$ cat src/rtl/core/assert_macros.svh
// Assertion macros shared by the back-projection core.
// Both sample on the rising edge of clock; the first one is quiet while reset is high.
`ifndef ASSERT_MACROS_SVH
`define ASSERT_MACROS_SVH

`define DPBP_ASSERT(lbl, prop, msg) \
   lbl: assert property (@(posedge clock) disable iff (reset) prop) \
      else $error(msg);

`define DPBP_ASSERT_ALWAYS(lbl, prop, msg) \
   lbl: assert property (@(posedge clock) prop) else $error(msg);

`endif

$ cat src/rtl/core/dpbp_pkg.sv
`timescale 1ns / 1ps
`default_nettype none

package dpbp_pkg;

   localparam int COORD_BITS_DEF = 12;
   localparam int POS_BITS_DEF   = 20;

   localparam int DEPTH_BITS     = 16;
   localparam int CENTER_BITS    = 16;
   localparam int CENTER_FRAC    = 4;
   localparam int INV_BITS       = 32;
   localparam int INV_HALF       = 16;
   localparam int FRAC_BITS      = CENTER_FRAC + INV_BITS;
   localparam int BOX_BITS       = 20;
   localparam int BOX_PACK_BITS  = 3 * BOX_BITS;
   localparam int COLOR_BITS     = 8;
   localparam int CSR_INDEX_BITS = 3;
   localparam int CSR_DATA_BITS  = BOX_PACK_BITS;

   // Five stages of projection arithmetic, then the output register.
   localparam int PROJ_STAGES    = 5;
   localparam int NUM_STAGES     = PROJ_STAGES + 1;

   localparam logic [CENTER_BITS-1:0]   CENTER_X_RESET = 16'd5120;
   localparam logic [CENTER_BITS-1:0]   CENTER_Y_RESET = 16'd3840;
   localparam logic [INV_BITS-1:0]      INV_FOCAL_RESET = 32'd8180905;
   localparam logic [BOX_PACK_BITS-1:0] BOX_RESET = '0;

   typedef enum logic [CSR_INDEX_BITS-1:0] {
      CSR_CENTER_X  = 3'd0,
      CSR_CENTER_Y  = 3'd1,
      CSR_INV_FOC_X = 3'd2,
      CSR_INV_FOC_Y = 3'd3,
      CSR_BOX_LOWER = 3'd4,
      CSR_BOX_UPPER = 3'd5
   } csr_index_type;

   typedef struct packed {
      logic [NUM_STAGES-1:0] load;
      logic [NUM_STAGES-1:0] valid;
   } pipe_ctrl_type;

   typedef struct packed {
      logic [DEPTH_BITS-1:0] depth;
      logic                  mask;
      logic [COLOR_BITS-1:0] red;
      logic [COLOR_BITS-1:0] green;
      logic [COLOR_BITS-1:0] blue;
   } side_type;

   function automatic int max_int(input int a, input int b);
      return (a > b) ? a : b;
   endfunction

endpackage

`default_nettype wire

$ cat src/rtl/core/dpbp_pipe_ctrl.sv
`timescale 1ns / 1ps
`default_nettype none
`include "assert_macros.svh"

module dpbp_pipe_ctrl
   import dpbp_pkg::*;
(
   input  wire logic    clock,
   input  wire logic    reset,
   input  wire logic    req_valid,
   input  wire logic    rsp_stall,
   output logic         req_stall,
   output pipe_ctrl_type ctrl
);

   logic [NUM_STAGES-1:0] valid_ff;
   logic [NUM_STAGES-1:0] valid_in;
   logic [NUM_STAGES-1:0] load;

   // A stage takes new data when it is empty or its contents move on, so bubbles close up.
   always_comb begin
      load[NUM_STAGES-1] = !valid_ff[NUM_STAGES-1] || !rsp_stall;
      for (int i = NUM_STAGES - 2; i >= 0; i--) begin
         load[i] = !valid_ff[i] || load[i+1];
      end
   end

   always_comb begin
      valid_in = valid_ff;
      if (load[0]) begin
         valid_in[0] = req_valid;
      end
      for (int i = 1; i < NUM_STAGES; i++) begin
         if (load[i]) begin
            valid_in[i] = valid_ff[i-1];
         end
      end
   end

   always_ff @(posedge clock) begin
      if (reset) begin
         valid_ff <= '0;
      end else begin
         valid_ff <= valid_in;
      end
   end

   assign req_stall  = !load[0];
   assign ctrl.load  = load;
   assign ctrl.valid = valid_ff;

   `DPBP_ASSERT(a_stall_only_when_full, req_stall |-> valid_ff[0], "input stalled with stage empty")
   `DPBP_ASSERT(a_held_stage_keeps_item, !$past(reset) |-> ((valid_ff & $past(valid_ff & ~load)) == $past(valid_ff & ~load)), "held stage lost its item")
   `DPBP_ASSERT_ALWAYS(a_reset_empties, $past(reset) |-> (valid_ff == '0), "pipeline not empty after reset")

endmodule

`default_nettype wire

$ cat config.mk
export PLATFORM = sky130hd
export DESIGN_NAME = dpbp_pipe_ctrl
export DESIGN_NICKNAME = d
export VERILOG_FILES = /design/src/rtl/core/dpbp_pkg.sv /design/src/rtl/core/dpbp_pipe_ctrl.sv
export VERILOG_INCLUDE_DIRS = /design/src /design/src/rtl/core
export SDC_FILE = /design/constraint.sdc
export NUM_CORES = 1
export LEC_CHECK = 0
export ABC_AREA = 1
export BUFFER_PORTS_ARGS = -buffer_cell sky130_fd_sc_hd__buf_4
export CAP_MARGIN = 20
export CORE_AREA = 5 5 42 44
export DETAILED_ROUTE_END_ITERATION = 8
export DIE_AREA = 0 0 47 49
export PLACE_DENSITY_LB_ADDON = 0.05
export SLEW_MARGIN = 25
export SYNTH_ARGS = -nofsm -noshare
export SYNTH_HDL_FRONTEND = slang
export SYNTH_SLANG_ARGS = --single-unit
$ cat constraint.sdc
create_clock -name clock -period 1.25 [get_ports clock]
set_input_delay 0.25 -clock clock [delete_from_list [all_inputs] [get_ports clock]]
set_output_delay 0.25 -clock clock [all_outputs]
set_load 0.01 [all_outputs]
==> impl_metrics.json <==
{
  "wirelength_um": 713,
  "cts.reportedPaths.clkPinSlew_ps": 40,
  "slew_headroom": 0.819,
  "holdPathEnd": "valid_ff[0]",
  "top_regs": "valid_ff x6",
  "place_congestion": 0.640,
  "remaining_drc_errors": 0,
  "r2r_cells": 5,
  "cp_top_family": "flip-flops",
  "design_area_um2": 500,
  "async_flop_share": 0,
  "reg2reg_slack_ps": 230,
  "grt_max_degree": 7,
  "core_area_um2": 1400,
  "cts_buffers": 3,
  "period_minus_slack_ps": 1350,
  "fin_crit_sh": 1.08,
  "cts_hold_buf": 0,
  "h-tree-depth": 1,
  "fmaxAchievable_mhz": 738,
  "max_stage_delay_ps": 340,
  "start_kind": "flip-flop",
  "placed_cell_area_um2": 393,
  "finClkSkew_ps": 1.64,
  "grt_pass1_wl_mm": 1.21,
  "crit_slowest_cell": "dfxtp_2",
  "ys_ff_latch": 6,
  "regMostFlops": "valid_ff",
  "drive_gt1_frac": 0.731,
  "wl_per_cell_um": 10.5,
  "clkLatencyLatePin_ps": 240,
  "worst-path-buf-inv": 3,
  "fin_ws_ps": -104,
  "fin_setup_tns_ps": -442,
  "peakVddDrop_v": 0.000251,
  "dp_slack_ps": 11.2,
  "worstMarginPinSlew_ps": 272,
  "cellPowerDensity_nw_per_um2": 817,
  "synth.top_cell.area_share": 0.490,
  "finalMaxSlewViolations": 0,
  "die_h_um": 49,
  "die_area_um2": 2300,
  "grt.overflow.total": 0,
  "first_pass_iters": 2,
  "clockBufferDepth": 2,
  "nets": 58,
  "ys_top_cells_by_area": "dfxtp_1 (49%), inv_1 (9.2%), nand4_4 (8.7%)",
  "nFillCells": 159,
  "io_buffers": 16,
  "required_ps": 1000,
  "crit_fanout": 4,
  "ys_top_cells_by_count": "dfxtp_1 (6), inv_1 (6), a21oi_1 (4), nand3_2 (2), nor2_1 (2)",
  "io_pins": 17,
  "ys_seq_area_frac": 0.490,
  "final_util": 0.357,
  "end_kind": "output port",
  "largest_reg_flops": 6,
  "syn_inst": 26,
  "synth_edf_count": 0,
  "timing.rr.end": "valid_ff[0]",
  "syn_area_per_cell_um2": 9.43,
  "fp.dieW_um": 47,
  "cts.sinks": 6,
  "antenna_found_initial": 0,
  "vias": 271,
  "ant_nets": 0,
  "dp_hpwl_um": 538,
  "hp-class": "input port to flip-flop",
  "rows": 14,
  "synth_cell_types": 11,
  "drt_iter0_markers": 3,
  "syn_area_um2": 245,
  "hold_depth": 2,
  "p_leak_nw": 0.238,
  "area_growth_syn_to_layout_pct": 104,
  "timing.rr.start": "valid_ff[4]",
  "worstPathCellList": "nand3_4 > nor2_4 > buf_4 > inv_2 > buf_6",
  "synth_ff_type": "dfxtp_1",
  "yosys_warnings": 0,
  "violations": "negative setup slack",
  "grt_pass1_vias": 287,
  "routed_via_density": 3.99,
  "n_antenna_cell": 0,
  "cts_tree": "built",
  "finalSetupViolations": 6,
  "synth_nets": 30,
  "yosysTopAreaCell": "dfxtp_1",
  "grt_use_total": 0.0776,
  "crit_type": "flip-flop to output port",
  "holdCritStartpoint": "reset",
  "arrival_ps": 1100,
  "cap_violations": 0,
  "whs_ps": 226,
  "root_buffer": "clkbuf_4",
  "start_util": 0.175,
  "rsz0062_at_grt": "true",
  "status": "finished with violations",
  "timing.final.hold_violations": 0
}
-- cell families (layout without fill, tap and decap cells) --
group | Yosys count | in the layout | synth area share
AOI/OAI and AO/OA | 5 | 5 | 0.117
buffers and inverters | 7 | 33 | 0.107
DFF | 6 | 6 | 0.490
and+or+nand+nor | 8 | 8 | 0.286
-- layer usage --
layer | share of wire | track usage | vias to the layer above
met5 | 0 | 0 | -
met2 | 0.52 | 0.106 | 11
met3 | 0.11 | 0.0443 | 2
met1 | 0.36 | 0.0863 | 125
li1 | - | - | 133
met4 | 0.011 | 0.0553 | 0
-- stage by stage --
| step | instances | total power, W |
|---|---|---|
| after floorplan | 26 | 0.000215 |
| after global placement | 59 | 0.000235 |
| after detailed placement | 59 | 0.000236 |
| after CTS | 66 | 0.000421 |
| after global routing | 68 | 0.000442 |
| final | 68 | 0.000409 |
-- power breakdown --
group	internal, W	switching (W)
logic	0.0000163	0.0000149
clock network	0.000108	0.0000649
registers	0.000197	0.00000709
total	0.000322	0.0000868
-- layout by cell type, fill, tap and decap left out --
master | Yosys | layout
nand3_4 | 0 | 1
clkbuf_4 | 0 | 3
nand2_2 | 1 | 1
nor2_4 | 1 | 1
inv_2 | 1 | 3
nand2_4 | 0 | 1
a21oi_1 | 4 | 4
dfxtp_2 | 0 | 2
buf_6 | 0 | 6
a21oi_2 | 1 | 1
nor2_1 | 2 | 2
dfxtp_1 | 6 | 4
nand3_2 | 2 | 1
inv_1 | 6 | 4
buf_4 | 0 | 17
nand4_4 | 1 | 1
-- cell type report --
type / instances / area [um^2] / area share
Timing Repair Buffer: 23 / 195 / 0.390
Multi-Input combinational cell: 13 / 114 / 0.227
Tap cell: 16 / 20.0 / 0.0400
Sequential cell: 6 / 123 / 0.245
Inverter: 7 / 26.3 / 0.0525
Clock buffer: 3 / 22.5 / 0.0450
-- worst max path at each step --
stage,startpoint,endpoint,depth (start not counted)
floorplan,valid_ff[4],req_stall,4
global placement,valid_ff[4],req_stall,5
detailed placement,valid_ff[4],req_stall,5
CTS,valid_ff[5],req_stall,5
global route,valid_ff[5],req_stall,5
finish,valid_ff[4],ctrl[9],5
-- repair_timing --
action / 4_1_cts / 5_1_grt
buffers inserted: 4 / 2
endpoints found under the setup margin: 6 / 6
gates resized for setup: 8 / 5
pin swaps: 2 / 2
Note: power is estimated with default switching activity, not from simulation.
