==> src/rtl/core/assert_macros.svh <==
// Assertion macros shared by the back-projection core.
// Both sample on the rising edge of clock; the first one is quiet while reset is high.
`ifndef ASSERT_MACROS_SVH
`define ASSERT_MACROS_SVH

`define DPBP_ASSERT(lbl, prop, msg) \
   lbl: assert property (@(posedge clock) disable iff (reset) prop) \
      else $error(msg);

`define DPBP_ASSERT_ALWAYS(lbl, prop, msg) \
   lbl: assert property (@(posedge clock) prop) else $error(msg);

`endif

==> src/rtl/core/dpbp_pkg.sv <==
`timescale 1ns / 1ps
`default_nettype none

package dpbp_pkg;

   localparam int COORD_BITS_DEF = 12;
   localparam int POS_BITS_DEF   = 20;

   localparam int DEPTH_BITS     = 16;
   localparam int CENTER_BITS    = 16;
   localparam int CENTER_FRAC    = 4;
   localparam int INV_BITS       = 32;
   localparam int INV_HALF       = 16;
   localparam int FRAC_BITS      = CENTER_FRAC + INV_BITS;
   localparam int BOX_BITS       = 20;
   localparam int BOX_PACK_BITS  = 3 * BOX_BITS;
   localparam int COLOR_BITS     = 8;
   localparam int CSR_INDEX_BITS = 3;
   localparam int CSR_DATA_BITS  = BOX_PACK_BITS;

   // Five stages of projection arithmetic, then the output register.
   localparam int PROJ_STAGES    = 5;
   localparam int NUM_STAGES     = PROJ_STAGES + 1;

   localparam logic [CENTER_BITS-1:0]   CENTER_X_RESET = 16'd5120;
   localparam logic [CENTER_BITS-1:0]   CENTER_Y_RESET = 16'd3840;
   localparam logic [INV_BITS-1:0]      INV_FOCAL_RESET = 32'd8180905;
   localparam logic [BOX_PACK_BITS-1:0] BOX_RESET = '0;

   typedef enum logic [CSR_INDEX_BITS-1:0] {
      CSR_CENTER_X  = 3'd0,
      CSR_CENTER_Y  = 3'd1,
      CSR_INV_FOC_X = 3'd2,
      CSR_INV_FOC_Y = 3'd3,
      CSR_BOX_LOWER = 3'd4,
      CSR_BOX_UPPER = 3'd5
   } csr_index_type;

   typedef struct packed {
      logic [NUM_STAGES-1:0] load;
      logic [NUM_STAGES-1:0] valid;
   } pipe_ctrl_type;

   typedef struct packed {
      logic [DEPTH_BITS-1:0] depth;
      logic                  mask;
      logic [COLOR_BITS-1:0] red;
      logic [COLOR_BITS-1:0] green;
      logic [COLOR_BITS-1:0] blue;
   } side_type;

   function automatic int max_int(input int a, input int b);
      return (a > b) ? a : b;
   endfunction

endpackage

`default_nettype wire

==> src/rtl/core/dpbp_project.sv <==
`timescale 1ns / 1ps
`default_nettype none

module dpbp_project
   import dpbp_pkg::*;
#(
   parameter int COORD_BITS = COORD_BITS_DEF,
   parameter int POS_BITS   = POS_BITS_DEF
)
(
   input  wire logic                   clock,
   input  wire pipe_ctrl_type          ctrl,
   input  wire logic [COORD_BITS-1:0]  pix,
   input  wire logic [CENTER_BITS-1:0] centre,
   input  wire logic [INV_BITS-1:0]    inv,
   input  wire logic [DEPTH_BITS-1:0]  depth,
   output logic signed [POS_BITS-1:0]  pos
);

   localparam int P16_W = COORD_BITS + CENTER_FRAC;
   localparam int MAG_W = max_int(P16_W, CENTER_BITS);
   localparam int PROD_W = MAG_W + DEPTH_BITS;
   localparam int PP_W = PROD_W + INV_HALF;
   localparam int SUM_W = PROD_W + INV_BITS + 1;
   localparam int Q_W = SUM_W - FRAC_BITS;
   localparam int SAT_W = max_int(Q_W, POS_BITS) + 1;
   localparam logic [SUM_W-1:0] ROUND_HALF = SUM_W'(1) << (FRAC_BITS - 1);
   localparam logic [SAT_W-1:0] LIM_NEG = SAT_W'(1) << (POS_BITS - 1);
   localparam logic [SAT_W-1:0] LIM_POS = LIM_NEG - SAT_W'(1);

   // Stage 0: signed offset from the principal point, kept as sign and magnitude.
   logic [P16_W-1:0]      p16;
   logic [MAG_W-1:0]      p16_ext;
   logic [MAG_W-1:0]      centre_ext;
   logic                  neg_in;
   logic [MAG_W-1:0]      mag_in;
   logic [MAG_W-1:0]      mag_ff;
   logic                  neg0_ff;
   logic [DEPTH_BITS-1:0] depth_ff;

   assign p16        = {pix, {CENTER_FRAC{1'b0}}};
   assign p16_ext    = MAG_W'(p16);
   assign centre_ext = MAG_W'(centre);
   assign neg_in     = centre_ext > p16_ext;
   assign mag_in     = neg_in ? (centre_ext - p16_ext) : (p16_ext - centre_ext);

   always_ff @(posedge clock) begin
      if (ctrl.load[0]) begin
         mag_ff   <= mag_in;
         neg0_ff  <= neg_in;
         depth_ff <= depth;
      end
   end

   // Stage 1: offset times depth.
   logic [PROD_W-1:0] prod_in;
   logic [PROD_W-1:0] prod_ff;
   logic              neg1_ff;

   assign prod_in = PROD_W'(mag_ff) * PROD_W'(depth_ff);

   always_ff @(posedge clock) begin
      if (ctrl.load[1]) begin
         prod_ff <= prod_in;
         neg1_ff <= neg0_ff;
      end
   end

   // Stage 2: the reciprocal is split into halves to keep each multiplier narrow.
   logic [PP_W-1:0] pp_hi_in;
   logic [PP_W-1:0] pp_lo_in;
   logic [PP_W-1:0] pp_hi_ff;
   logic [PP_W-1:0] pp_lo_ff;
   logic            neg2_ff;

   assign pp_hi_in = PP_W'(prod_ff) * PP_W'(inv[INV_BITS-1:INV_HALF]);
   assign pp_lo_in = PP_W'(prod_ff) * PP_W'(inv[INV_HALF-1:0]);

   always_ff @(posedge clock) begin
      if (ctrl.load[2]) begin
         pp_hi_ff <= pp_hi_in;
         pp_lo_ff <= pp_lo_in;
         neg2_ff  <= neg1_ff;
      end
   end

   // Stage 3: recombine and round the magnitude, halves going up.
   logic [SUM_W-1:0] sum_in;
   logic [Q_W-1:0]   q_in;
   logic [Q_W-1:0]   q_ff;
   logic             neg3_ff;

   assign sum_in = (SUM_W'(pp_hi_ff) << INV_HALF) + SUM_W'(pp_lo_ff) + ROUND_HALF;
   assign q_in   = sum_in[SUM_W-1:FRAC_BITS];

   always_ff @(posedge clock) begin
      if (ctrl.load[3]) begin
         q_ff    <= q_in;
         neg3_ff <= neg2_ff;
      end
   end

   // Stage 4: saturate to the output range and apply the sign.
   logic [SAT_W-1:0]           q_ext;
   logic [SAT_W-1:0]           mag_sat;
   logic signed [POS_BITS-1:0] pos_in;
   logic signed [POS_BITS-1:0] pos_ff;

   always_comb begin
      q_ext = SAT_W'(q_ff);
      if (neg3_ff) begin
         mag_sat = (q_ext > LIM_NEG) ? LIM_NEG : q_ext;
         pos_in  = POS_BITS'(SAT_W'(0) - mag_sat);
      end else begin
         mag_sat = (q_ext > LIM_POS) ? LIM_POS : q_ext;
         pos_in  = POS_BITS'(mag_sat);
      end
   end

   always_ff @(posedge clock) begin
      if (ctrl.load[4]) begin
         pos_ff <= pos_in;
      end
   end

   assign pos = pos_ff;

endmodule

`default_nettype wire

==> config.mk <==
export PLATFORM = sky130hd
export DESIGN_NAME = dpbp_project
export DESIGN_NICKNAME = d
export VERILOG_FILES = /design/src/rtl/core/assert_macros.svh /design/src/rtl/core/dpbp_pkg.sv /design/src/rtl/core/dpbp_project.sv
export SDC_FILE = /design/constraint.sdc
export NUM_CORES = 2
export LEC_CHECK = 0
export ABC_AREA = 1
export BUFFER_PORTS_ARGS = -buffer_cell sky130_fd_sc_hd__buf_2
export CELL_PAD_IN_SITES_DETAIL_PLACEMENT = 0
export CELL_PAD_IN_SITES_GLOBAL_PLACEMENT = 2
export CORE_UTILIZATION = 43
export DETAILED_ROUTE_END_ITERATION = 10
export GPL_TIMING_DRIVEN = 0
export PLACE_DENSITY = 0.95
export SYNTH_ARGS = -nofsm -noshare
export SYNTH_HDL_FRONTEND = slang
export SYNTH_SLANG_ARGS = --single-unit
==> constraint.sdc <==
create_clock -name clock -period 9.75 [get_ports clock]
set_clock_uncertainty 0.2 [all_clocks]
set_input_delay 1.4625 -clock clock [delete_from_list [all_inputs] [get_ports clock]]
set_output_delay 1.4625 -clock clock [all_outputs]
set_load 0.005 [all_outputs]
==> flow_summary.toml <==
[setup_path]
critPathCaptureType = "flop"
arrival_ns = 8.36
worstSetupPathType = "primary input to flop"
cp-start-kind = "primary input"
path_max_fanout = 10
cp.required_ns = 9.80

[job]
max_cap_viol_count = 0

[drt]
route.vias.total = 44559
drt-initial-drc-count = 3986
dr.pass1.iters = 9
post_drt_wl_per_cell_um = 21.6
final_wirelength_um = 187000
antenna_violating_nets_post_route = 0
vias_per_cell = 5.15
drc = 12

[synth]
post_synth_fa_ha_maj_area_fraction = 0.483
post_synth_mux_area_share = 0
yosys.area_share.xor_xnor = 0.0230
number_of_library_cell_types_mapped_by_synthesis = 60
share_of_synthesized_area_occupied_by_flip_flops_and_latches = 0.110
syn_area_sq_mm = 0.0538
ys_flop_type = "edfxtp_1"
syn_inst = 6882
postSynth.asyncResetShare = 0
post_synth.cell_area_avg_sq_um = 7.81
ys_ff_latch = 197
synth_enable_flop_cells = 197
synthesized_nets = 8428
synth_simple_gate_area_frac = 0.175
combinational_family_with_the_most_area_after_synthesis = "adder cells"
synthesis.yosys.warnings = 0
synth_compound_gate_area_share = 0.0545

[final_layout]
fill_cells = 12669
layout_commonest_cell = "inv_1"
area_growth_syn_to_layout_pct = 5.92
finish.net_count = 8549
final_cell_mix = "inv_1 (1913), nand2_1 (1844), fa_1 (1030)"
post_route_cells_drive_above_1_share = 0.0285

[sta]
fmaxAchievable_mhz = 120
finalWorstPathRequiredPeriod_ns = 8.31
setup_tns_ns = 0
grt_setup_unrepaired = "false"
report.final.setup_viol = 0
max-slew-margin-rel = 0.197
worst-slew-pin-transition_ns = 1.20
min_period_over_period = 0.852
timing.final.hold_violations = 0
slew_violations = 0

[floorplanning]
fp.dieArea_sq_mm = 0.126
die_height_um = 356
std_cell_core_area_sq_mm = 0.124
chip_width_um = 356
start_util = 0.434
design.portCount = 109
placement_rows = 129

[global_routing]
globalRouteTotalUtil = 0.300
global_route.usage.met2 = 0.480
global_route.usage.met1 = 0.403
groute.layer.met3.usage = 0.0584
grt_start_max_net_pins = 65
gr-total-overflow = 0
wire_length_of_the_first_global_routing_pass_um = 280000
grt_most_used_layer = "met2"
number_of_global_route_vias_before_repair = 44962
grt_antenna_before_repair = 3

[run_status]
run_status = "finished with violations"
failed_checks = "DRC"

[clock_network]
cells_resized_by_post_cts_repair = 0
clock_path_buffers = 2
worst_skew_pair.late_latency_ns = 0.56
htreeDepth = 4
clk_root_buffer_cell = "clkbuf_16"
postCtsSetupBuffers = 0
worst_setup_hold_path_clk_slew_ns = 0.08
clock_sink_count = 197
cts_hold_buf = 0
cts_made_buffers = 17
tritoncts_clock_tree = "done"

[placement]
io_buffers = 101
dp_hpwl_um = 159000
gpl.final_weighted_congestion = 1.01

[hold_path]
hp-class = "flop to flop"
## sequential cells by signal, indices dropped and copies added, names as in the netlist, 16 cells and up
signal	cells
pos	20
prod_ff	32
pp_lo_ff	32
pp_hi_ff	48
q_ff	29
mag_ff	16
depth_ff	16
## synth_stat cells (all sizes together), types with 11 or more instances
cell type / number / area [sq um]
a31oi: 41 / 257
o21ai: 157 / 808
a21oi: 189 / 961
inv: 1932 / 7250
xnor2: 45 / 394
edfxtp: 197 / 5920
nor3: 39 / 200
a21o: 28 / 210
nor2: 307 / 1190
o21a: 11 / 82.6
nand4: 21 / 131
clkbuf: 264 / 995
ha: 427 / 5340
nand2: 1853 / 7000
fa: 1030 / 20600
nand3: 124 / 621
nor4: 15 / 128
o21bai: 32 / 240
a21boi: 13 / 101
xor2: 96 / 841
## kinds of logic after synthesis
family | after synthesis
AND/OR/NAND/NOR | 2379
buffers and inverters | 2205
adder cells (fa/ha/maj) | 1457
AO/OA/AOI/OAI | 503
flip-flops | 197
XOR/XNOR | 141
## metal layers
layer | up-vias | wire length (um) | part of all wire
li1 | 20263 | - | -
met1 | 22331 | 78100 | 0.42
met2 | 1653 | 85600 | 0.46
met3 | 310 | 14900 | 0.080
met4 | 2 | 7960 | 0.043
met5 | - | 12 | 0.000064
## critical path: stages
cell and delay [ns]:
buf_2 0.23, clkbuf_1 0.73, nand2_1 0.20, fa_1 0.58, inv_1 0.05, fa_1 0.48, inv_1 0.06, fa_1 0.49
inv_1 0.05, fa_1 0.51, fa_1 0.49, inv_1 0.05, fa_1 0.47, inv_1 0.07, ha_1 0.41, a21oi_1 0.47
o21ai_0 0.30, a21oi_1 0.27, nor2_1 0.07, nor3_1 0.14, nand3_1 0.22, xor2_1 0.51
## path summary, 6_finish.rpt
path | from | end | slack, ns | depth (start not counted)
setup / recovery | inv[4] | pp_lo_ff[44]$_DFFE_PP_ | 1.44 | 22
hold / removal | neg2_ff$_DFFE_PP_ | neg3_ff$_DFFE_PP_ | 0.22 | 0
setup reg to reg | prod_ff[29]$_DFFE_PP_ | pp_lo_ff[44]$_DFFE_PP_ | 1.85 | 21
hold reg to reg | neg2_ff$_DFFE_PP_ | neg3_ff$_DFFE_PP_ | 0.22 | 0
## metrics by stage
| step | hold WS, ns | setup WS, ns | area, sq um | instances | utilization |
|---|---|---|---|---|---|
| floorplan | 0.200 | 3.03 | 53800 | 6882 | - |
| global placement | 0.202 | 1.09 | 56300 | 8620 | 0.455 |
| detailed placement | 0.205 | 1.10 | 56400 | 8621 | 0.455 |
| CTS | 0.225 | 1.65 | 57000 | 8653 | 0.460 |
| global route | 0.230 | 1.38 | 57000 | 8653 | 0.460 |
| finish | 0.224 | 1.44 | 57000 | 8654 | 0.460 |
## final cells by class
cell class,instances,area [sq um],share of cell area
multi-input combinational,4480,39500,0.694
inverter,1933,7260,0.127
sequential,197,5920,0.104
tap,1637,2050,0.0360
buffer,272,1060,0.0187
timing repair buffer,102,536,0.00940
clock buffer,17,425,0.00747
clock inverter,15,173,0.00303
antenna,1,2.50,0.0000439
Power is not shown: default switching activity piles up to over one toggle a cycle in this logic, so the estimate is an artifact.
