### src/rtl/core/assert_macros.svh
// Assertion macros shared by the back-projection core.
// Both sample on the rising edge of clock; the first one is quiet while reset is high.
`ifndef ASSERT_MACROS_SVH
`define ASSERT_MACROS_SVH

`define DPBP_ASSERT(lbl, prop, msg) \
   lbl: assert property (@(posedge clock) disable iff (reset) prop) \
      else $error(msg);

`define DPBP_ASSERT_ALWAYS(lbl, prop, msg) \
   lbl: assert property (@(posedge clock) prop) else $error(msg);

`endif

### src/rtl/core/dpbp_pkg.sv
`timescale 1ns / 1ps
`default_nettype none

package dpbp_pkg;

   localparam int COORD_BITS_DEF = 12;
   localparam int POS_BITS_DEF   = 20;

   localparam int DEPTH_BITS     = 16;
   localparam int CENTER_BITS    = 16;
   localparam int CENTER_FRAC    = 4;
   localparam int INV_BITS       = 32;
   localparam int INV_HALF       = 16;
   localparam int FRAC_BITS      = CENTER_FRAC + INV_BITS;
   localparam int BOX_BITS       = 20;
   localparam int BOX_PACK_BITS  = 3 * BOX_BITS;
   localparam int COLOR_BITS     = 8;
   localparam int CSR_INDEX_BITS = 3;
   localparam int CSR_DATA_BITS  = BOX_PACK_BITS;

   // Five stages of projection arithmetic, then the output register.
   localparam int PROJ_STAGES    = 5;
   localparam int NUM_STAGES     = PROJ_STAGES + 1;

   localparam logic [CENTER_BITS-1:0]   CENTER_X_RESET = 16'd5120;
   localparam logic [CENTER_BITS-1:0]   CENTER_Y_RESET = 16'd3840;
   localparam logic [INV_BITS-1:0]      INV_FOCAL_RESET = 32'd8180905;
   localparam logic [BOX_PACK_BITS-1:0] BOX_RESET = '0;

   typedef enum logic [CSR_INDEX_BITS-1:0] {
      CSR_CENTER_X  = 3'd0,
      CSR_CENTER_Y  = 3'd1,
      CSR_INV_FOC_X = 3'd2,
      CSR_INV_FOC_Y = 3'd3,
      CSR_BOX_LOWER = 3'd4,
      CSR_BOX_UPPER = 3'd5
   } csr_index_type;

   typedef struct packed {
      logic [NUM_STAGES-1:0] load;
      logic [NUM_STAGES-1:0] valid;
   } pipe_ctrl_type;

   typedef struct packed {
      logic [DEPTH_BITS-1:0] depth;
      logic                  mask;
      logic [COLOR_BITS-1:0] red;
      logic [COLOR_BITS-1:0] green;
      logic [COLOR_BITS-1:0] blue;
   } side_type;

   function automatic int max_int(input int a, input int b);
      return (a > b) ? a : b;
   endfunction

endpackage

`default_nettype wire

### src/rtl/core/dpbp_box_check.sv
`timescale 1ns / 1ps
`default_nettype none

module dpbp_box_check
   import dpbp_pkg::*;
#(
   parameter int POS_BITS = POS_BITS_DEF
)
(
   input  wire logic                       clock,
   input  wire pipe_ctrl_type              ctrl,
   input  wire logic signed [POS_BITS-1:0] x,
   input  wire logic signed [POS_BITS-1:0] y,
   input  wire logic [DEPTH_BITS-1:0]      depth,
   input  wire logic                       mask,
   input  wire logic [BOX_PACK_BITS-1:0]   box_lower,
   input  wire logic [BOX_PACK_BITS-1:0]   box_upper,
   output logic                            in_filtered
);

   localparam int CMP_W = max_int(POS_BITS, BOX_BITS) + 1;

   logic signed [CMP_W-1:0] x_ext;
   logic signed [CMP_W-1:0] y_ext;
   logic signed [CMP_W-1:0] z_ext;
   logic signed [CMP_W-1:0] lo_x;
   logic signed [CMP_W-1:0] lo_y;
   logic signed [CMP_W-1:0] lo_z;
   logic signed [CMP_W-1:0] hi_x;
   logic signed [CMP_W-1:0] hi_y;
   logic signed [CMP_W-1:0] hi_z;
   logic                    inside_in;
   logic                    in_filtered_ff;

   assign x_ext = CMP_W'(x);
   assign y_ext = CMP_W'(y);
   assign z_ext = $signed(CMP_W'(depth));
   assign lo_x  = CMP_W'($signed(box_lower[0 +: BOX_BITS]));
   assign lo_y  = CMP_W'($signed(box_lower[BOX_BITS +: BOX_BITS]));
   assign lo_z  = CMP_W'($signed(box_lower[2*BOX_BITS +: BOX_BITS]));
   assign hi_x  = CMP_W'($signed(box_upper[0 +: BOX_BITS]));
   assign hi_y  = CMP_W'($signed(box_upper[BOX_BITS +: BOX_BITS]));
   assign hi_z  = CMP_W'($signed(box_upper[2*BOX_BITS +: BOX_BITS]));

   // Bounds are inclusive; an inverted box therefore keeps nothing.
   assign inside_in = (depth != '0) && mask
                      && (x_ext >= lo_x) && (x_ext <= hi_x)
                      && (y_ext >= lo_y) && (y_ext <= hi_y)
                      && (z_ext >= lo_z) && (z_ext <= hi_z);

   always_ff @(posedge clock) begin
      if (ctrl.load[NUM_STAGES-1]) begin
         in_filtered_ff <= inside_in;
      end
   end

   assign in_filtered = in_filtered_ff;

endmodule

`default_nettype wire

### config.mk
export PLATFORM = sky130hd
export DESIGN_NAME = dpbp_box_check
export DESIGN_NICKNAME = d
export VERILOG_FILES = /design/src/rtl/core/assert_macros.svh /design/src/rtl/core/dpbp_pkg.sv /design/src/rtl/core/dpbp_box_check.sv
export SDC_FILE = /design/constraint.sdc
export NUM_CORES = 1
export LEC_CHECK = 0
export BUFFER_PORTS_ARGS = -buffer_cell sky130_fd_sc_hd__buf_2
export CORE_AREA = 2 2 106 78
export CTS_CLUSTER_SIZE = 10
export DETAILED_ROUTE_END_ITERATION = 7
export DIE_AREA = 0 0 108 80
export PLACE_DENSITY = 0.8
export SYNTH_ARGS = -nofsm -noshare
export SYNTH_HDL_FRONTEND = slang
export SYNTH_SLANG_ARGS = --single-unit
### constraint.sdc
create_clock -name clock -period 2.47 [get_ports clock]
set_clock_uncertainty 0.2 [all_clocks]
set_input_delay 0.3705 -clock clock [delete_from_list [all_inputs] [get_ports clock]]
set_output_delay 0.3705 -clock clock [all_outputs]
set_load 0.01 [all_outputs]
==> impl_metrics.env, run 1 <==
export IMPL_status="complete, but fails checks"
export IMPL_drc=0
export IMPL_combPwrFrac=0.972
export IMPL_design_area_sq_um=4427
export IMPL_hpwlAfterDp_mm=8.660
export IMPL_finalCritPeriodShare=1.070
export IMPL_grt_antenna_before_repair=0
export IMPL_slew_headroom=0.7502
export IMPL_ir_drop_v=0.00008147
export IMPL_slowest_delay_ns=0.39
export IMPL_fmaxAchievable_mhz=378.5
export IMPL_critPathCaptureType="register"
export IMPL_worst_slack_ns=-0.1719
export IMPL_cp_cell_sequence="buf_4 > ha_4 > a21oi_2 > o21ai_1 > a221o_1 > a2111oi_4 > xnor2_1 > a22oi_1 > and4_1"
export IMPL_critical_path_class="input port to register"
export IMPL_min_path_type="input port to register"
export IMPL_synth_ff_type="edfxtp_1"
export IMPL_synthDistinctLibCells=43
export IMPL_syn_to_final_growth_pct=49.03
export IMPL_overflow=0
export IMPL_ys_warn_count=0
export IMPL_async_flop_share=0
export IMPL_arrival_ns=2.19
export IMPL_violations="setup timing"
export IMPL_die_h_microns=80
export IMPL_syn_area_sq_um=2970
export IMPL_layout_common_cells="buf_2, inv_1, ha_1, a21oi_1, nand2_1"
export IMPL_wl_met1_mm=4.159
export IMPL_rows=27
export IMPL_grt_pass1_vias=3638
export IMPL_via_count=3608
export IMPL_antenna_cells=0
export IMPL_drt_iter0_drc=68
export IMPL_crit_family="compound AO/OA/AOI/OAI gates"
export IMPL_grt_pass1_wl_mm=15.28
export IMPL_p_seq_frac=0.028
export IMPL_synth_edf_count=1
export IMPL_setup_viol=1
export IMPL_final_core_util=0.5824
export IMPL_timing_hold_ws_ns=0.3715
export IMPL_via_per_inst=5.089
export IMPL_dpl_cell_area_sq_um=4135
export IMPL_largest_reg_flops=1
export IMPL_critPathBufInv=1
export IMPL_p_clk_frac=0
export IMPL_p_leak_nw=2.624
export IMPL_io_buffers=179
export IMPL_gp_congestion=0.8902
export IMPL_core_area_sq_um=7601
export IMPL_nets=912
export IMPL_dr_wl_met2_mm=4.789
export IMPL_hold_viol_final=0
export IMPL_startpoint_type="input port"
export IMPL_worst_ep_required_time_ns=2.01
export IMPL_avgSynthCellArea_sq_um=7.245
export IMPL_clk_pin_slew_ns=0
export IMPL_grt_util_all_layers=0.2153
export IMPL_crit_path_max_fanout=3
export IMPL_tns_ns=-0.1719
export IMPL_yosysSeqAreaShare=0.01011
export IMPL_synthCells=410
export IMPL_layout_commonest_cell="buf_2"
export IMPL_wire_per_inst_microns=13.53
export IMPL_powerDensity_nw_per_um2=163.1
export IMPL_rsz0062_at_grt="true"
export IMPL_top_layer_used="met4"
export IMPL_drt_pass1_iter_count=4
export IMPL_die_area_sq_um=8640
export IMPL_start_util=0.3908
export IMPL_wl_met3_microns=518
export IMPL_drt_total_wl_mm=9.593
export IMPL_top_level_ports=191
export IMPL_critPathSlowestCell="a221o_1"
export IMPL_power_uw=722.2
export IMPL_ys_ff_latch=1
export IMPL_p_sw_uw=340.9
export IMPL_syn_num_nets=712
export IMPL_ant_nets=0
export IMPL_layout_drive_gt1_share=0.3914
export IMPL_p_int_uw=381.3
export IMPL_switching_share=0.4720
export IMPL_tightest_slew_ns=0.3713
export IMPL_finalCriticalPeriod_ns=2.642
export IMPL_grt_max_degree=5
export IMPL_max_cap_viol_count=0
export IMPL_die_w_microns=108
export IMPL_slew_violations=0
final cells by class:
cell class	instances	area (sq um)
Fill cell	696	3174
Inverter	111	424.2
Multi-Input combinational cell	298	2763
Sequential cell	1	30.03
Tap cell	101	126.4
Timing Repair Buffer	198	1084
per-layer routing:
layer  vias up  global-route usage
met4         0             0.02179
met1      1628              0.2582
met3        10             0.01061
li1       1849                   -
met2       121              0.4327
met5         -                   0
through the flow:
stage / worst slack, ns / std cells
after CTS: -0.1505 / 709
final: -0.1719 / 709
after floorplan: 0.02336 / 410
after detailed placement: -0.2905 / 709
after global placement: -0.2285 / 709
after global routing: -0.2475 / 709
final timing paths:
check	slack (ns)	depth (start not counted)	startpoint	end
worst max-delay path	-0.17	9	y[7]	in_filtered$_DFFE_PP_
worst min-delay path	0.37	1	ctrl[11]	in_filtered$_DFFE_PP_
Yosys cell counts, types with 2 or more instances:
| master | instances | share of area |
|---|---|---|
| a211oi_1 | 4 | 0.010 |
| a21boi_0 | 2 | 0.0051 |
| a21o_1 | 4 | 0.010 |
| a21oi_1 | 41 | 0.069 |
| a221o_1 | 2 | 0.0067 |
| a221oi_1 | 2 | 0.0059 |
| a22oi_1 | 2 | 0.0051 |
| a311oi_1 | 2 | 0.0059 |
| and2_1 | 2 | 0.0042 |
| and4_1 | 5 | 0.015 |
| and4_2 | 2 | 0.0067 |
| ha_1 | 112 | 0.47 |
| inv_1 | 111 | 0.14 |
| nand2_1 | 26 | 0.033 |
| nand3_1 | 9 | 0.015 |
| nand4_1 | 18 | 0.038 |
| nor2_1 | 13 | 0.016 |
| nor2b_1 | 4 | 0.0084 |
| nor3_1 | 3 | 0.0051 |
| nor4_1 | 7 | 0.015 |
| o2111ai_1 | 2 | 0.0059 |
| o211ai_1 | 2 | 0.0051 |
| o21a_1 | 2 | 0.0051 |
| o21ai_0 | 13 | 0.022 |
| o41ai_1 | 2 | 0.0059 |
what timing repair did:
item	in CTS	in global routing
cloned	0	0
hold buffers	0	0
buffers inserted	0	0
gates resized for setup	47	7
pin swaps	19	4
endpoints found under the setup margin	1	1
logic make-up after synthesis:
kind of cell,count (synthesis),share of synthesized area
compound gates,89,0.1955
xor+xnor,2,0.005898
fa+ha+maj,112,0.4718
buf+inv,111,0.1403
flops,1,0.01011
mux,2,0.007161
simple gates,93,0.1693
power by group through the flow:
stage,registers (mW),logic (mW),clock network (mW)
floorplan,0.0209,0.334,0
global placement,0.0203,0.604,0
detailed placement,0.0202,0.636,0
CTS,0.0202,0.691,0
global route,0.0204,0.797,0
finish,0.0202,0.702,0
(Power assumes the default switching activity.)
==> inputs of run 2 (changes only) <==
Settings changed: ABC_AREA set to 1, CORE_AREA 2 2 106 78 to 2 2 112 81, DIE_AREA 0 0 108 80 to 0 0 114 83, PLACE_DENSITY 0.8 to 0.78.
==> impl_metrics.env, run 2 <==
export IMPL_status="finished clean"
export IMPL_p_int_uw=314.3
export IMPL_grt_max_degree=6
export IMPL_via_count=3671
export IMPL_synthDistinctLibCells=20
export IMPL_async_flop_share=0
export IMPL_synth_commonest_cells="inv_1, nand2_1, ha_1"
export IMPL_via_per_inst=4.381
export IMPL_hold_buffers=0
export IMPL_final_core_util=0.5152
export IMPL_combPwrFrac=0.968
export IMPL_grt_busiest_layer="met2"
export IMPL_max_cap_viol_count=0
export IMPL_die_w_microns=114
export IMPL_synth_ff_type="edfxtp_1"
export IMPL_io_buffers=179
export IMPL_wire_per_inst_microns=9.983
export IMPL_p_seq_frac=0.032
export IMPL_die_area_sq_um=9462
export IMPL_fmaxAchievable_mhz=464.4
export IMPL_layout_drive_gt1_share=0.2606
export IMPL_tns_ns=0
export IMPL_clk_pin_slew_ns=0
export IMPL_min_path_type="input port to register"
export IMPL_grt_use_met3=0.001460
export IMPL_slew_violations=0
export IMPL_grt_pass1_vias=3430
export IMPL_ir_drop_v=0.00006293
export IMPL_ant_nets=0
export IMPL_synth_edf_count=1
export IMPL_top_level_ports=191
export IMPL_finalCritPeriodShare=0.8717
export IMPL_start_util=0.3920
export IMPL_nets=1037
export IMPL_slew_headroom=0.7741
export IMPL_switching_share=0.5069
export IMPL_yosysTopAreaCell="ha_1"
export IMPL_p_sw_uw=323.2
export IMPL_critPathBufInv=1
export IMPL_drt_iter0_drc=95
export IMPL_power_uw=637.5
export IMPL_critPathSlowestCell="ha_1"
export IMPL_hpwlAfterDp_mm=7.981
export IMPL_stdcell_count=838
export IMPL_design_area_sq_um=4295
export IMPL_drc=0
export IMPL_avgSynthCellArea_sq_um=5.899
export IMPL_core_area_sq_um=8338
export IMPL_crit_path_max_fanout=4
export IMPL_synthCells=554
export IMPL_synth_top_area_share=0.4288
export IMPL_cts_resized_gates=0
export IMPL_layout_commonest_cell="buf_2"
export IMPL_startpoint_type="input port"
export IMPL_cp_cell_sequence="buf_2 > ha_1 > nand2_1 > nor2_2 > nand2_1 > nor2_1 > nand2_1 > nand4_1 > nand3_1 > nand3_1 > nor2_1"
export IMPL_finalCriticalPeriod_ns=2.153
export IMPL_hold_end="in_filtered$_DFFE_PP_"
export IMPL_drt_pass1_iter_count=6
export IMPL_post_cts_setup_buffers=0
export IMPL_grt_util_all_layers=0.1731
export IMPL_antenna_cells=0
export IMPL_worst_ep_required_time_ns=2.01
export IMPL_rsz0062_at_grt="false"
export IMPL_arrival_ns=1.70
export IMPL_syn_area_sq_um=3268
export IMPL_crit_family="simple AND/OR/NAND/NOR gates"
export IMPL_ys_ff_latch=1
export IMPL_dp_cells=838
export IMPL_dpl_cell_area_sq_um=4295
export IMPL_worstHoldPathCells=1
export IMPL_die_h_microns=83
export IMPL_synth_area_top_cells="ha_1, inv_1, nand2_1, a21oi_1, nor2_1"
export IMPL_drt_total_wl_mm=8.366
export IMPL_ys_warn_count=0
export IMPL_layout_common_cells="buf_2, inv_1, nand2_1, ha_1, nor2_1"
export IMPL_grt_antenna_before_repair=0
export IMPL_grt_met2_usage=0.3128
export IMPL_setup_viol=0
export IMPL_rows=28
export IMPL_overflow=0
export IMPL_critical_path_class="input port to register"
export IMPL_min_from="ctrl[11]"
export IMPL_synth_most_common_cell="inv_1"
export IMPL_crit_top_cell="nand2_1"
export IMPL_hold_viol_final=0
export IMPL_syn_num_nets=856
export IMPL_grt_pass1_wl_mm=14.14
export IMPL_powerDensity_nw_per_um2=148.4
export IMPL_tightest_slew_ns=0.3358
export IMPL_slowest_delay_ns=0.34
export IMPL_grt_util_met1=0.2439
export IMPL_yosysSeqAreaShare=0.009188
export IMPL_p_clk_frac=0
export IMPL_syn_to_final_growth_pct=31.43
export IMPL_p_leak_nw=3.010
export IMPL_gp_congestion=0.8730
export IMPL_largest_reg_flops=1
export IMPL_critPathCaptureType="register"
## run 2: changes by cell type in the layout (fill, tap and decap cells not counted), sizes merged, moves of 7 or more
cell	before	now
nand2	26	144
inv	111	156
nor2	13	46
buf	198	179
nand3	9	21
and4	7	0
o21ai	14	7
## run 2: worst max-delay path by stage
stage | start | endpoint | slack (ns) | cells past startpoint
final | x[19] | in_filtered$_DFFE_PP_ | 0.32 | 11
after global routing | x[19] | in_filtered$_DFFE_PP_ | 0.12 | 12
after CTS | x[19] | in_filtered$_DFFE_PP_ | 0.26 | 12
after detailed placement | x[19] | in_filtered$_DFFE_PP_ | 0.27 | 12
after global placement | x[19] | in_filtered$_DFFE_PP_ | 0.30 | 12
after floorplan | box_upper[39] | in_filtered$_DFFE_PP_ | 0.61 | 11
## run 2: final cells by class
type                            instances  area, sq um
Timing Repair Buffer                  179        895.9
Sequential cell                         1        30.03
Fill cell                             862         4043
Multi-Input combinational cell        393         2638
Tap cell                              105        131.4
Inverter                              160        600.6
## run 2: cell families after synthesis
family / Yosys count / synth area share
AOI/OAI and AO/OA: 53 / 0.08921
DFF: 1 / 0.009189
and+or+nand+nor: 228 / 0.2890
adders and majority gates: 112 / 0.4288
buffers and inverters: 160 / 0.1838
## run 2: power groups by stage
| stage | Sequential, mW | Clock (mW) | Combinational, mW |
|---|---|---|---|
| floorplan | 0.0207 | 0 | 0.368 |
| global placement | 0.0201 | 0 | 0.605 |
| detailed placement | 0.0201 | 0 | 0.619 |
| CTS | 0.0201 | 0 | 0.624 |
| global route | 0.0202 | 0 | 0.736 |
| finish | 0.0201 | 0 | 0.617 |
## run 2: layer usage
| layer | wire, microns | vias to the layer above |
|---|---|---|
| met5 | 0 | - |
| li1 | - | 2087 |
| met2 | 3752 | 90 |
| met3 | 342 | 0 |
| met4 | 0 | 0 |
| met1 | 4270 | 1494 |
## run 2: metrics by stage
step | worst slack, ns | hold WS, ns
finish | 0.3168 | 0.3699
global route | 0.1154 | 0.3769
global placement | 0.2957 | 0.3690
CTS | 0.2569 | 0.3712
detailed placement | 0.2662 | 0.3707
floorplan | 0.6108 | 0.2830
==> inputs of run 3 (changes only) <==
Settings changed: ABC_AREA 1 to not set, BUFFER_PORTS_ARGS -buffer_cell sky130_fd_sc_hd__buf_2 to -buffer_cell sky130_fd_sc_hd__clkbuf_2, CORE_AREA 2 2 112 81 to 2 2 106 78, DIE_AREA 0 0 114 83 to 0 0 108 80, PLACE_DENSITY 0.78 to 0.8.
==> impl_metrics.env, run 3 (synthesis results as in run 1) <==
export IMPL_grt_pass1_wl_mm=15.35
export IMPL_dp_cells=710
export IMPL_syn_to_final_growth_pct=50.25
export IMPL_die_h_microns=80
export IMPL_grt_max_degree=5
export IMPL_drc=0
export IMPL_tns_ns=-0.1449
export IMPL_worst_ep_required_time_ns=2.01
export IMPL_finalCritPeriodShare=1.059
export IMPL_ir_drop_v=0.00008578
export IMPL_drt_pass1_iter_count=4
export IMPL_layout_drive_gt1_share=0.3859
export IMPL_max_cap_viol_count=0
export IMPL_dp_worst_setup_slack_ns=-0.2479
export IMPL_layout_commonest_cell="clkbuf_2"
export IMPL_crit_path_max_fanout=2
export IMPL_rsz0062_at_grt="true"
export IMPL_drt_total_wl_mm=9.519
export IMPL_violations="setup timing"
export IMPL_status="complete, but fails checks"
export IMPL_clk_pin_slew_ns=0
export IMPL_grt_antenna_before_repair=0
export IMPL_hold_viol_final=0
export IMPL_final_core_util=0.5872
export IMPL_hpwlAfterDp_mm=8.694
export IMPL_min_path_type="input port to register"
export IMPL_startpoint_type="input port"
export IMPL_via_count=3565
export IMPL_finalCriticalPeriod_ns=2.615
export IMPL_post_cts_setup_buffers=0
export IMPL_die_area_sq_um=8640
export IMPL_worst_slack_ns=-0.1449
export IMPL_io_buffers=179
export IMPL_overflow=0
export IMPL_fmaxAchievable_mhz=382.4
export IMPL_ant_nets=0
export IMPL_hold_buffers=0
export IMPL_start_util=0.3908
export IMPL_core_area_sq_um=7601
export IMPL_timing_hold_ws_ns=0.3752
export IMPL_setup_viol=1
export IMPL_powerDensity_nw_per_um2=162.2
export IMPL_tightest_slew_ns=0.3360
export IMPL_nets=913
export IMPL_critical_path_class="input port to register"
export IMPL_p_leak_nw=2.699
export IMPL_slew_violations=0
export IMPL_design_area_sq_um=4463
export IMPL_die_w_microns=108
export IMPL_arrival_ns=2.16
export IMPL_grt_pass1_vias=3635
export IMPL_grt_util_all_layers=0.2144
export IMPL_top_level_ports=191
export IMPL_stdcell_count=710
export IMPL_rows=27
export IMPL_slew_headroom=0.7702
export IMPL_dpl_cell_area_sq_um=4143
export IMPL_gp_congestion=0.8783
export IMPL_drt_iter0_drc=80
export IMPL_via_per_inst=5.021
export IMPL_antenna_cells=0
export IMPL_largest_reg_flops=1
export IMPL_layout_common_cells="clkbuf_2, inv_1, ha_1, a21oi_1, nand2_1"
export IMPL_power_uw=723.9
export IMPL_critPathCaptureType="register"
export IMPL_wire_per_inst_microns=13.41
run 3: path summary, 6_finish.rpt:
| kind | from | end | slack [ns] | cells after the start |
|---|---|---|---|---|
| setup / recovery | y[5] | in_filtered$_DFFE_PP_ | -0.14 | 9 |
| hold / removal | ctrl[11] | in_filtered$_DFFE_PP_ | 0.38 | 1 |
run 3: final cells by class:
class / instances / area (sq um)
timing repair buffer: 199 / 1107
fill: 707 / 3138
multi-input combinational: 298 / 2778
inverter: 111 / 421.7
sequential: 1 / 30.03
tap: 101 / 126.4
run 3: routing by layer:
metal / vias up / track usage / share of wire
met3: 20 / 0.01878 / 0.060
li1: 1854 / - / -
met2: 119 / 0.4075 / 0.48
met5: - / 0 / 0
met1: 1572 / 0.2595 / 0.44
met4: 0 / 0.05000 / 0.023
run 3: critical path, cell delays in order:
cell and delay (ns):
buf_4 0.13, ha_4 0.22, a21oi_2 0.13, o21ai_1 0.08, a221o_1 0.39, a2111oi_4 0.31, xor2_1 0.22, a22oi_1 0.11
and4_1 0.19
run 3: where the power goes:
part	switching (mW)	leakage, nW	internal [mW]
clock network	0	0	0
registers	0.000220	0.00949	0.0201
logic	0.339	2.69	0.365
total	0.339	2.70	0.385
run 3: what timing repair did:
item	4_1_cts	5_1_grt
endpoints found under the setup margin	1	1
gates resized for setup	35	18
pin swaps	16	14
